<file path="src/fud_pkg.sv">
// shared types, constants and the flash map for the firmware update deframer
package fud_pkg;

  localparam int MaxPayload = 255;
  localparam int StoreDepth = 256;
  localparam int StoreWords = StoreDepth / 4;
  localparam int WordIdxW   = $clog2(StoreWords);

  localparam logic [7:0]  HeadByte   = 8'hA5;
  localparam logic [7:0]  TailByte   = 8'hAA;
  localparam logic [7:0]  IdKernel   = 8'h01;
  localparam logic [7:0]  IdLength   = 8'h02;
  localparam logic [27:0] BaseReset  = 28'h800_8000;
  localparam int          NumSectors = 12;

  // sector boundaries, the last entry is the end of flash
  localparam logic [32:0] SectorBound [NumSectors+1] = '{
    33'h0_0800_0000, 33'h0_0800_4000, 33'h0_0800_8000, 33'h0_0800_C000,
    33'h0_0801_0000, 33'h0_0802_0000, 33'h0_0804_0000, 33'h0_0806_0000,
    33'h0_0808_0000, 33'h0_080A_0000, 33'h0_080C_0000, 33'h0_080E_0000,
    33'h0_080E_0000 + 33'h0_0002_0000
  };

  typedef enum logic [2:0] {
    K_WRITE = 3'd0,
    K_ERASE = 3'd1,
    K_EMPTY = 3'd2,
    K_FERR  = 3'd3,
    K_RANGE = 3'd4
  } kind_e;

  typedef enum logic [1:0] {
    PH_WAIT     = 2'd0,
    PH_UPDATING = 2'd1,
    PH_DONE     = 2'd2
  } phase_e;

  typedef enum logic [2:0] {
    POS_HUNT = 3'd0,
    POS_ID   = 3'd1,
    POS_LEN  = 3'd2,
    POS_PAY  = 3'd3,
    POS_TAIL = 3'd4
  } pos_e;

  // what the last accepted byte asks for
  typedef enum logic [1:0] {
    EV_NONE = 2'd0,
    EV_FERR = 2'd1,
    EV_LEN  = 2'd2,
    EV_KER  = 2'd3
  } ev_e;

  typedef enum logic [3:0] {
    ST_IDLE,
    ST_CLASS,
    ST_LEN_END,
    ST_LEN_SEC,
    ST_LEN_DEC,
    ST_EMIT1,
    ST_KRD,
    ST_KWR
  } state_e;

  typedef struct packed {
    logic  accept;
    logic  emit;
    kind_e kind;
    logic  len_end;
    logic  len_sec;
    logic  len_empty;
    logic  len_erase;
    logic  k_init;
    logic  k_write;
  } cmd_t;

  typedef struct packed {
    ev_e  ev;
    logic upd;
    logic len_short;
    logic size_zero;
    logic len_zero;
    logic k_over;
    logic sec_ok;
    logic k_last;
    logic out_free;
  } status_t;

  // {in map, sector number}
  function automatic logic [4:0] sector_of(logic [32:0] addr);
    logic [4:0] res;
    res = '0;
    for (int s = 0; s < NumSectors; s++) begin
      if (addr >= SectorBound[s] && addr < SectorBound[s+1]) begin
        res = {1'b1, 4'(s)};
      end
    end
    return res;
  endfunction

endpackage

</file>
<file path="src/fud_ctrl.sv">
// sequencing state machine of the firmware update deframer
module fud_ctrl import fud_pkg::*; (
  input  logic    clk_i,
  input  logic    rst_ni,
  input  logic    in_valid_i,
  output logic    in_ready_o,
  input  status_t status_i,
  output cmd_t    cmd_o
);

  state_e state_q, state_d;
  kind_e  kind_q, kind_d;

  always_ff @(posedge clk_i or negedge rst_ni) begin
    if (!rst_ni) begin
      state_q <= ST_IDLE;
      kind_q  <= K_FERR;
    end else begin
      state_q <= state_d;
      kind_q  <= kind_d;
    end
  end

  always_comb begin
    state_d    = state_q;
    kind_d     = kind_q;
    in_ready_o = 1'b0;
    cmd_o      = '0;
    cmd_o.kind = K_WRITE;
    case (state_q)
      ST_IDLE: begin
        in_ready_o   = 1'b1;
        cmd_o.accept = in_valid_i;
        if (in_valid_i) state_d = ST_CLASS;
      end
      ST_CLASS: begin
        case (status_i.ev)
          EV_NONE: state_d = ST_IDLE;
          EV_FERR: begin
            kind_d  = K_FERR;
            state_d = ST_EMIT1;
          end
          EV_LEN: begin
            if (status_i.upd || status_i.len_short) begin
              kind_d  = K_FERR;
              state_d = ST_EMIT1;
            end else if (status_i.size_zero) begin
              kind_d  = K_EMPTY;
              state_d = ST_EMIT1;
            end else begin
              state_d = ST_LEN_END;
            end
          end
          EV_KER: begin
            if (!status_i.upd) begin
              kind_d  = K_FERR;
              state_d = ST_EMIT1;
            end else if (status_i.len_zero) begin
              kind_d  = K_EMPTY;
              state_d = ST_EMIT1;
            end else if (status_i.k_over) begin
              kind_d  = K_RANGE;
              state_d = ST_EMIT1;
            end else begin
              cmd_o.k_init = 1'b1;
              state_d      = ST_KRD;
            end
          end
          default: state_d = ST_IDLE;
        endcase
      end
      ST_LEN_END: begin
        cmd_o.len_end = 1'b1;
        state_d       = ST_LEN_SEC;
      end
      ST_LEN_SEC: begin
        cmd_o.len_sec = 1'b1;
        state_d       = ST_LEN_DEC;
      end
      ST_LEN_DEC: begin
        kind_d  = status_i.sec_ok ? K_ERASE : K_RANGE;
        state_d = ST_EMIT1;
      end
      ST_EMIT1: begin
        if (status_i.out_free) begin
          cmd_o.emit      = 1'b1;
          cmd_o.kind      = kind_q;
          // state changes of a length frame go with its answer
          cmd_o.len_empty = (kind_q == K_EMPTY) && (status_i.ev == EV_LEN);
          cmd_o.len_erase = (kind_q == K_ERASE);
          state_d         = ST_IDLE;
        end
      end
      ST_KRD: state_d = ST_KWR;
      ST_KWR: begin
        if (status_i.out_free) begin
          cmd_o.emit    = 1'b1;
          cmd_o.kind    = K_WRITE;
          cmd_o.k_write = 1'b1;
          state_d       = status_i.k_last ? ST_IDLE : ST_KRD;
        end
      end
      default: state_d = ST_IDLE;
    endcase
  end

endmodule

</file>
<file path="src/fud_dp.sv">
// parser registers, payload buffer, update bookkeeping and output register
module fud_dp import fud_pkg::*; (
  input  logic        clk_i,
  input  logic        rst_ni,
  input  cmd_t        cmd_i,
  output status_t     status_o,
  input  logic [7:0]  rx_byte_i,
  input  logic        cfg_we_i,
  input  logic [27:0] cfg_data_i,
  output logic        out_valid_o,
  input  logic        out_ready_i,
  output kind_e       out_kind_o,
  output logic [31:0] out_addr_o,
  output logic [31:0] out_data_o,
  output logic [2:0]  out_count_o,
  output logic [3:0]  out_fs_o,
  output logic [3:0]  out_sc_o,
  output logic        out_done_o,
  output logic        out_last_o
);

  logic [27:0] base_q;
  phase_e      phase_q;
  pos_e        pos_q;
  logic [7:0]  type_q, len_q, pidx_q;
  ev_e         ev_q;
  logic [31:0] size_q, rem_q, paddr_q;
  logic [32:0] end_q;
  logic [3:0]  fs_q, ls_q;
  logic        sec_ok_q;
  logic [7:0]  left_q;
  logic [WordIdxW-1:0] widx_q;
  logic        out_valid_q;

  logic [3:0][7:0] store_mem [StoreWords];
  logic [3:0][7:0] rdata_q;

  logic [7:0]  pidx_inc;
  logic [2:0]  wcnt;
  logic [31:0] rem_next;
  logic [31:0] wword;
  logic [4:0]  base_sec, end_sec;
  logic        ferr_done;

  assign pidx_inc = pidx_q + 8'd1;
  assign wcnt     = (left_q > 8'd4) ? 3'd4 : left_q[2:0];
  assign rem_next = (rem_q > {29'd0, wcnt}) ? rem_q - {29'd0, wcnt} : 32'd0;
  assign base_sec = sector_of({5'd0, base_q});
  assign end_sec  = sector_of(end_q);
  assign ferr_done = (phase_q == PH_DONE);

  always_comb begin
    for (int b = 0; b < 4; b++) begin
      wword[8*b +: 8] = (3'(b) < wcnt) ? rdata_q[b] : 8'd0;
    end
  end

  always_comb begin
    status_o.ev        = ev_q;
    status_o.upd       = (phase_q == PH_UPDATING);
    status_o.len_short = (len_q < 8'd4);
    status_o.size_zero = (size_q == 32'd0);
    status_o.len_zero  = (len_q == 8'd0);
    status_o.k_over    = ({1'b0, paddr_q} + {25'd0, len_q}) > SectorBound[NumSectors];
    status_o.sec_ok    = sec_ok_q;
    status_o.k_last    = (left_q <= 8'd4);
    status_o.out_free  = !out_valid_q || out_ready_i;
  end

  // control and architectural state
  always_ff @(posedge clk_i or negedge rst_ni) begin
    if (!rst_ni) begin
      base_q      <= BaseReset;
      phase_q     <= PH_WAIT;
      pos_q       <= POS_HUNT;
      type_q      <= '0;
      len_q       <= '0;
      pidx_q      <= '0;
      ev_q        <= EV_NONE;
      rem_q       <= '0;
      paddr_q     <= {4'd0, BaseReset};
      out_valid_q <= 1'b0;
    end else begin
      if (cfg_we_i) base_q <= cfg_data_i;

      if (cmd_i.accept) begin
        case (pos_q)
          POS_ID: begin
            type_q <= rx_byte_i;
            pos_q  <= POS_LEN;
            ev_q   <= EV_NONE;
          end
          POS_LEN: begin
            len_q  <= rx_byte_i;
            pidx_q <= '0;
            if ({1'b0, rx_byte_i} > 9'(MaxPayload)) begin
              pos_q <= POS_HUNT;
              ev_q  <= EV_FERR;
            end else begin
              pos_q <= (rx_byte_i == 8'd0) ? POS_TAIL : POS_PAY;
              ev_q  <= EV_NONE;
            end
          end
          POS_PAY: begin
            pidx_q <= pidx_inc;
            ev_q   <= EV_NONE;
            if (pidx_inc >= len_q) pos_q <= POS_TAIL;
          end
          POS_TAIL: begin
            pos_q <= POS_HUNT;
            if (rx_byte_i != TailByte) ev_q <= EV_FERR;
            else if (type_q == IdLength) ev_q <= EV_LEN;
            else if (type_q == IdKernel) ev_q <= EV_KER;
            else ev_q <= EV_FERR;
          end
          default: begin
            pos_q <= (rx_byte_i == HeadByte) ? POS_ID : POS_HUNT;
            ev_q  <= EV_NONE;
          end
        endcase
      end

      if (cmd_i.len_empty) begin
        rem_q   <= '0;
        paddr_q <= {4'd0, base_q};
        phase_q <= PH_DONE;
      end
      if (cmd_i.len_erase) begin
        rem_q   <= size_q;
        paddr_q <= {4'd0, base_q};
        phase_q <= PH_UPDATING;
      end
      if (cmd_i.k_write) begin
        rem_q   <= rem_next;
        paddr_q <= paddr_q + {29'd0, wcnt};
        if (rem_next == 32'd0) phase_q <= PH_DONE;
      end

      if (cmd_i.emit) out_valid_q <= 1'b1;
      else if (out_ready_i) out_valid_q <= 1'b0;
    end
  end

  // payload buffer, byte lanes of 32-bit words
  always_ff @(posedge clk_i) begin
    if (cmd_i.accept && pos_q == POS_PAY) begin
      store_mem[pidx_q[7:2]][pidx_q[1:0]] <= rx_byte_i;
    end
    rdata_q <= store_mem[widx_q];
  end

  // working registers and result payload
  always_ff @(posedge clk_i) begin
    // first four payload bytes, big-endian image size
    if (cmd_i.accept && pos_q == POS_PAY && pidx_q < 8'd4) begin
      size_q <= {size_q[23:0], rx_byte_i};
    end
    if (cmd_i.len_end) end_q <= {5'd0, base_q} + {1'b0, size_q} - 33'd1;
    if (cmd_i.len_sec) begin
      fs_q     <= base_sec[3:0];
      ls_q     <= end_sec[3:0];
      sec_ok_q <= base_sec[4] && end_sec[4];
    end
    if (cmd_i.k_init) begin
      widx_q <= '0;
      left_q <= len_q;
    end
    if (cmd_i.k_write) begin
      widx_q <= widx_q + WordIdxW'(1);
      left_q <= left_q - {5'd0, wcnt};
    end
    if (cmd_i.emit) begin
      out_kind_o <= cmd_i.kind;
      case (cmd_i.kind)
        K_WRITE: begin
          out_addr_o  <= paddr_q;
          out_data_o  <= wword;
          out_count_o <= wcnt;
          out_fs_o    <= '0;
          out_sc_o    <= '0;
          out_done_o  <= (rem_next == 32'd0);
          out_last_o  <= (left_q <= 8'd4);
        end
        K_ERASE: begin
          out_addr_o  <= {4'd0, base_q};
          out_data_o  <= '0;
          out_count_o <= '0;
          out_fs_o    <= fs_q;
          out_sc_o    <= ls_q - fs_q + 4'd1;
          out_done_o  <= 1'b0;
          out_last_o  <= 1'b1;
        end
        default: begin
          out_addr_o  <= '0;
          out_data_o  <= '0;
          out_count_o <= '0;
          out_fs_o    <= '0;
          out_sc_o    <= '0;
          out_done_o  <= (cmd_i.kind == K_EMPTY) ? (ev_q == EV_LEN) : ferr_done;
          out_last_o  <= 1'b1;
        end
      endcase
    end
  end

  assign out_valid_o = out_valid_q;

endmodule

</file>
<file path="src/firmware_update_deframer_core.sv">
// firmware update deframer: byte stream in, flash erase and program requests out
// a byte is taken and classified in the next cycle; no new byte is taken until
// it is classified. An error or empty answer follows the classification, an erase
// request the end address, sector and range decision states. Kernel writes alternate
// read and write states, set by the single read port of the payload buffer
// asynchronous active-low reset, no clearing pass; results wait in an output register
module firmware_update_deframer_core import fud_pkg::*; (
  input  logic        clk_i,
  input  logic        rst_ni,
  input  logic        s_axis_tvalid,
  output logic        s_axis_tready,
  input  logic [7:0]  s_axis_tdata,   // rx_byte
  output logic        m_axis_tvalid,
  input  logic        m_axis_tready,
  // flash_address, data_word, byte_count, first_sector, sector_count,
  // update_done, zero fill
  output logic [79:0] m_axis_tdata,
  output logic [2:0]  m_axis_tuser,   // kind
  output logic        m_axis_tlast,   // last
  input  logic        cfg_valid_i,
  output logic        cfg_ready_o,
  input  logic [27:0] cfg_data_i      // image_base_address
);

  cmd_t        cmd;
  status_t     status;
  kind_e       out_kind;
  logic [31:0] out_addr, out_data;
  logic [2:0]  out_count;
  logic [3:0]  out_fs, out_sc;
  logic        out_done;

  assign cfg_ready_o = 1'b1;

  fud_ctrl u_ctrl (
    .clk_i      (clk_i),
    .rst_ni     (rst_ni),
    .in_valid_i (s_axis_tvalid),
    .in_ready_o (s_axis_tready),
    .status_i   (status),
    .cmd_o      (cmd)
  );

  fud_dp u_dp (
    .clk_i       (clk_i),
    .rst_ni      (rst_ni),
    .cmd_i       (cmd),
    .status_o    (status),
    .rx_byte_i   (s_axis_tdata),
    .cfg_we_i    (cfg_valid_i),
    .cfg_data_i  (cfg_data_i),
    .out_valid_o (m_axis_tvalid),
    .out_ready_i (m_axis_tready),
    .out_kind_o  (out_kind),
    .out_addr_o  (out_addr),
    .out_data_o  (out_data),
    .out_count_o (out_count),
    .out_fs_o    (out_fs),
    .out_sc_o    (out_sc),
    .out_done_o  (out_done),
    .out_last_o  (m_axis_tlast)
  );

  assign m_axis_tdata = {4'd0, out_done, out_sc, out_fs, out_count, out_data, out_addr};
  assign m_axis_tuser = out_kind;

  // a result is loaded only into a free output register
  a_emit_free: assert property (@(posedge clk_i) disable iff (!rst_ni)
    cmd.emit |-> (!m_axis_tvalid || m_axis_tready))
    else $error("result loaded over a waiting result");

  // no new byte while results of the previous one are still being produced
  a_no_accept_emit: assert property (@(posedge clk_i) disable iff (!rst_ni)
    !(s_axis_tready && cmd.emit))
    else $error("byte accepted during result generation");

  // a program write carries one to four bytes
  a_write_count: assert property (@(posedge clk_i) disable iff (!rst_ni)
    (m_axis_tvalid && m_axis_tuser == K_WRITE) |->
      (m_axis_tdata[66:64] != 3'd0 && m_axis_tdata[66:64] <= 3'd4))
    else $error("program write with bad byte count");

  // an erase request starts an update, never reports it done and is always last
  a_erase_not_done: assert property (@(posedge clk_i) disable iff (!rst_ni)
    (m_axis_tvalid && m_axis_tuser == K_ERASE) |-> (!m_axis_tdata[75] && m_axis_tlast))
    else $error("erase request flagged done or not last");

endmodule

</file>
<file path="config.mk">
export PLATFORM = sky130hd
export DESIGN_NAME = firmware_update_deframer_core
export DESIGN_NICKNAME = d
export VERILOG_FILES = /design/src/fud_pkg.sv /design/src/fud_ctrl.sv /design/src/fud_dp.sv /design/src/firmware_update_deframer_core.sv
export SDC_FILE = /design/constraint.sdc
export NUM_CORES = 2
export LEC_CHECK = 0
export ABC_AREA = 0
export BUFFER_PORTS_ARGS = -buffer_cell sky130_fd_sc_hd__buf_4
export CAP_MARGIN = 25
export CORE_MARGIN = 3
export CORE_UTILIZATION = 45
export CTS_CLUSTER_DIAMETER = 30
export DETAILED_ROUTE_END_ITERATION = 12
export GPL_TIMING_DRIVEN = 0
export PLACE_DENSITY_LB_ADDON = 0.05
export SLEW_MARGIN = 20
export SYNTH_ARGS = -nofsm -noshare
export SYNTH_HDL_FRONTEND = slang
export SYNTH_SLANG_ARGS = --single-unit
</file>
<file path="constraint.sdc">
create_clock -name clk_i -period 17.85 [get_ports clk_i]
set_clock_uncertainty 0.2 [all_clocks]
set_input_delay 0.8925 -clock clk_i [delete_from_list [all_inputs] [get_ports clk_i]]
set_output_delay 0.8925 -clock clk_i [all_outputs]
set_load 0.01 [all_outputs]
</file>
==> impl_metrics.env <==
export IMPL_syn2layout_area_growth_pct=24.4
export IMPL_timing_max_slew_rel_slack_pct=24.7
export IMPL_worst_r2r_path_depth=10
export IMPL_edff_count_synth=2202
export IMPL_drive_gt1_share_pct=29.8
export IMPL_htree_levels=5
export IMPL_hpwlAfterDp_um=202000
export IMPL_period_needed_ns=5.61
export IMPL_num_io_pins=128
export IMPL_yosysWarningCount=0
export IMPL_power_sequential_fraction_pct=38.1
export IMPL_antenna_found_initial=21
export IMPL_rsz0062_at_grt="false"
export IMPL_vias_per_cell=5.90
export IMPL_sequential_element_share_of_the_synthesized_area_pct=73.2
export IMPL_wl_um=296000
export IMPL_ys_dominant_reg_cell="sky130_fd_sc_hd__edfxtp_1"
export IMPL_avgSynthCellArea_sq_um=19.3
export IMPL_die_wd_um=467
export IMPL_cts_root_buf="sky130_fd_sc_hd__clkbuf_16"
export IMPL_crit_fanout=10
export IMPL_timing_rr_start="u_ctrl.state_q[0]$_DFFE_PN0P_"
export IMPL_most_common_cell_after_layout_fill_and_taps_aside="sky130_fd_sc_hd__edfxtp_1"
export IMPL_clock_insertion_delay_worst_skew_ns=0.99
export IMPL_worst_slew_pin_transition_ns=1.13
export IMPL_max_freq_mhz=178
export IMPL_post_route_drc_count=0
export IMPL_layout_nets=5841
export IMPL_outcome="finished clean"
export IMPL_ant_nets=0
export IMPL_cellPowerDensity_mw_per_mm2=141
export IMPL_placeableCoreArea_sq_mm=0.210
export IMPL_grt_pass1_wl_um=414000
export IMPL_via_count=52600
export IMPL_post_synth_instance_area_sq_mm=0.0957
export IMPL_critical_path_sink_type="flip-flop"
export IMPL_grt_util_all_layers_pct=27.2
export IMPL_critical_setup_path_kind="reg2reg"
export IMPL_timing_critical_path_required_ns=18.23
export IMPL_preCtsSetupSlack_ns=12.28
export IMPL_wl_per_cell_um=33.2
export IMPL_p_sw_share_pct=22.9
export IMPL_floorplan_initialDensity_pct=45.5
export IMPL_worst_slack_ns=12.24
export IMPL_r2r_end="u_dp.store_mem[10][6]$_DFFE_PP_"
export IMPL_detailed_place_area_sq_mm=0.102
export IMPL_drv_max_cap_violation_count=0
export IMPL_reg2reg_slack_ns=12.24
export IMPL_min_period_over_period_pct=31.4
export IMPL_design_die_area_sq_mm=0.218
export IMPL_crit_start_category="flip-flop"
export IMPL_dr_first_iter_drc_count=6153
export IMPL_drtPass1Iterations=6
export IMPL_finalMaxSlewViolations=0
export IMPL_hold_path_depth=1
export IMPL_commonest_cells_after_routing_fill_and_taps_aside="sky130_fd_sc_hd__edfxtp_1, sky130_fd_sc_hd__mux4_2, sky130_fd_sc_hd__clkbuf_16, sky130_fd_sc_hd__nor2_1, sky130_fd_sc_hd__nand2_1"
export IMPL_holdPathEnd="u_dp.store_mem[33][7]$_DFFE_PP_"
export IMPL_yosys_register_bits=2364
export IMPL_power_frac_clock_pct=54.8
export IMPL_setup_total_negative_slack_ns=0
export IMPL_hold_viol=0
export IMPL_cts_max_path_buffers=4
export IMPL_report_power_total_mw=16.8
export IMPL_post_synth_num_cell_types=88
export IMPL_path_clk_slew_ns=0.05
export IMPL_tritoncts="built"
export IMPL_fraction_of_synthesis_flops_using_an_asynchronous_set_or_reset_pin_pct=5.50
export IMPL_setup_viol_count_final=0
export IMPL_power_static_leakage_nw=39.8
export IMPL_final_cell_area_sq_mm=0.119
export IMPL_grt_overflow_total=0
export IMPL_port_buffers=121
export IMPL_std_cell_rows=168
export IMPL_synthCells=4960
export IMPL_min_delay_start="s_axis_tdata[7]"
export IMPL_internal_power_mw=12.9
export IMPL_holdCritPathClass="in2reg"
export IMPL_gp_congestion=0.904
export IMPL_net_switching_power_mw=3.84
export IMPL_cts_num_sinks=2364
export IMPL_grt_max_degree=125
export IMPL_die_y_um=467
export IMPL_cp_arrival_ns=5.99
export IMPL_grt_pass1_vias=53400
export IMPL_pwr_share_comb_pct=7.1
export IMPL_vdd_ir_drop_worst_mv=0.127
export IMPL_cts_buffer_count=485
export IMPL_layout_filler_cells=16000
==> flip-flops by register name, indices dropped and copies added, names as in the netlist, 4 cells and up <==
signal and flops:
u_dp.store_mem 2048, u_dp.out_addr_o 32, u_dp.out_data_o 32, u_dp.paddr_q 32
u_dp.rdata_q 32, u_dp.rem_q 32, u_dp.size_q 32, u_dp.base_q 28
u_dp.end_q 19, u_dp.left_q 8, u_dp.len_q 8, u_dp.pidx_q 8
u_dp.type_q 8, u_dp.widx_q 6, u_dp.fs_q 4, u_dp.ls_q 4
u_dp.out_fs_o 4, u_dp.out_sc_o 4
==> cell type report <==
class,count,area [sq um],area share [%]
Sequential cell,2364,70000,58.8
Tap cell,2805,3510,2.95
Timing Repair Buffer,251,2890,2.42
Multi-Input combinational cell,2173,24000,20.2
Buffer,268,1180,0.992
Clock buffer,546,12500,10.5
Clock inverter,346,4300,3.61
Inverter,159,597,0.501
Antenna cell,8,20.0,0.0168
==> per-stage QoR <==
step	std cells	utilization, %	hold WS [ns]
finish	8920	56.6	0.0596
global route	8913	56.6	0.0153
detailed placement	7964	48.3	0.265
global placement	7890	47.6	0.263
CTS	8885	56.4	0.00408
floorplan	4964	-	0.250
==> metal layers <==
| layer | global-route usage, % | vias up | wire, um |
|---|---|---|---|
| met4 | 10.4 | 10 | 12200 |
| li1 | - | 21800 | - |
| met5 | 0 | - | 100 |
| met2 | 43.4 | 2413 | 141000 |
| met3 | 6.05 | 547 | 23200 |
| met1 | 36.7 | 27800 | 119000 |
==> what timing repair did <==
action,4_1_cts,5_1_grt
endpoints found under the hold margin,90,0
hold buffers,29,0
gates resized for setup,0,0
buffers inserted,0,0
==> power groups by stage <==
stage	registers, mW	logic [mW]	clock network (mW)
2_1_floorplan	6.44	0.682	0
3_3_place_gp	6.50	1.10	0
3_5_place_dp	6.48	1.16	0
4_1_cts	6.38	1.17	9.27
5_1_grt	6.39	1.29	9.56
6_report	6.39	1.18	9.18
==> worst max-delay path by stage <==
stage / startpoint / end / slack (ns) / cells after the start
2_1_floorplan: m_axis_tready / u_dp.left_q[0]$_DFFE_PP_ / 11.00 / 6
5_1_grt: u_dp.left_q[3]$_DFFE_PP_ / u_dp.rem_q[14]$_DFFE_PN0P_ / 12.02 / 15
6_report: u_ctrl.state_q[0]$_DFFE_PN0P_ / u_dp.store_mem[10][6]$_DFFE_PP_ / 12.24 / 10
3_3_place_gp: m_axis_tready / u_dp.widx_q[4]$_SDFFCE_PN0P_ / 5.73 / 7
4_1_cts: u_ctrl.state_q[0]$_DFFE_PN0P_ / u_dp.store_mem[24][7]$_DFFE_PP_ / 12.32 / 10
3_5_place_dp: u_ctrl.state_q[0]$_DFFE_PN0P_ / u_dp.store_mem[24][2]$_DFFE_PP_ / 12.28 / 10
==> cells in the mapped netlist, types with 49 or more instances <==
library cell / count / area, sq um
sky130_fd_sc_hd__clkbuf_1: 184 / 691
sky130_fd_sc_hd__a21oi_1: 54 / 270
sky130_fd_sc_hd__edfxtp_1: 2202 / 66100
sky130_fd_sc_hd__buf_1: 64 / 240
sky130_fd_sc_hd__inv_1: 159 / 597
sky130_fd_sc_hd__dfrtp_1: 124 / 3100
sky130_fd_sc_hd__nor2_1: 361 / 1360
sky130_fd_sc_hd__o21ai_0: 151 / 756
sky130_fd_sc_hd__nand3_1: 49 / 245
sky130_fd_sc_hd__ha_1: 93 / 1160
sky130_fd_sc_hd__nand2_1: 244 / 916
sky130_fd_sc_hd__mux4_2: 672 / 15100
==> critical path, cell delays in order, from the launching register on <==
cell and delay [ns]:
sky130_fd_sc_hd__dfrtp_1 0.35, sky130_fd_sc_hd__clkbuf_1 0.24, sky130_fd_sc_hd__nor3_2 0.72, sky130_fd_sc_hd__nand2_1 0.37
sky130_fd_sc_hd__or2_2 0.38, sky130_fd_sc_hd__clkbuf_1 0.18, sky130_fd_sc_hd__nor2_1 0.46, sky130_fd_sc_hd__nand2_1 0.53
sky130_fd_sc_hd__buf_8 0.33, sky130_fd_sc_hd__clkbuf_2 0.52, sky130_fd_sc_hd__nor2_1 0.94
==> logic make-up (layout without fill, tap and decap cells) <==
logic type / after synthesis / in the layout / share of synthesized area [%]
multiplexers: 684 / 684 / 16.0
buffers and inverters: 427 / 1570 / 1.78
XOR/XNOR: 64 / 64 / 0.586
AND/OR/NAND/NOR: 941 / 941 / 4.59
other: 2 / 14 / 0.00785
AO/OA/AOI/OAI: 380 / 380 / 2.55
flip-flops: 2364 / 2364 / 73.2
adder cells (fa/ha/maj): 98 / 98 / 1.32
Note: power is estimated with default switching activity, not from simulation.
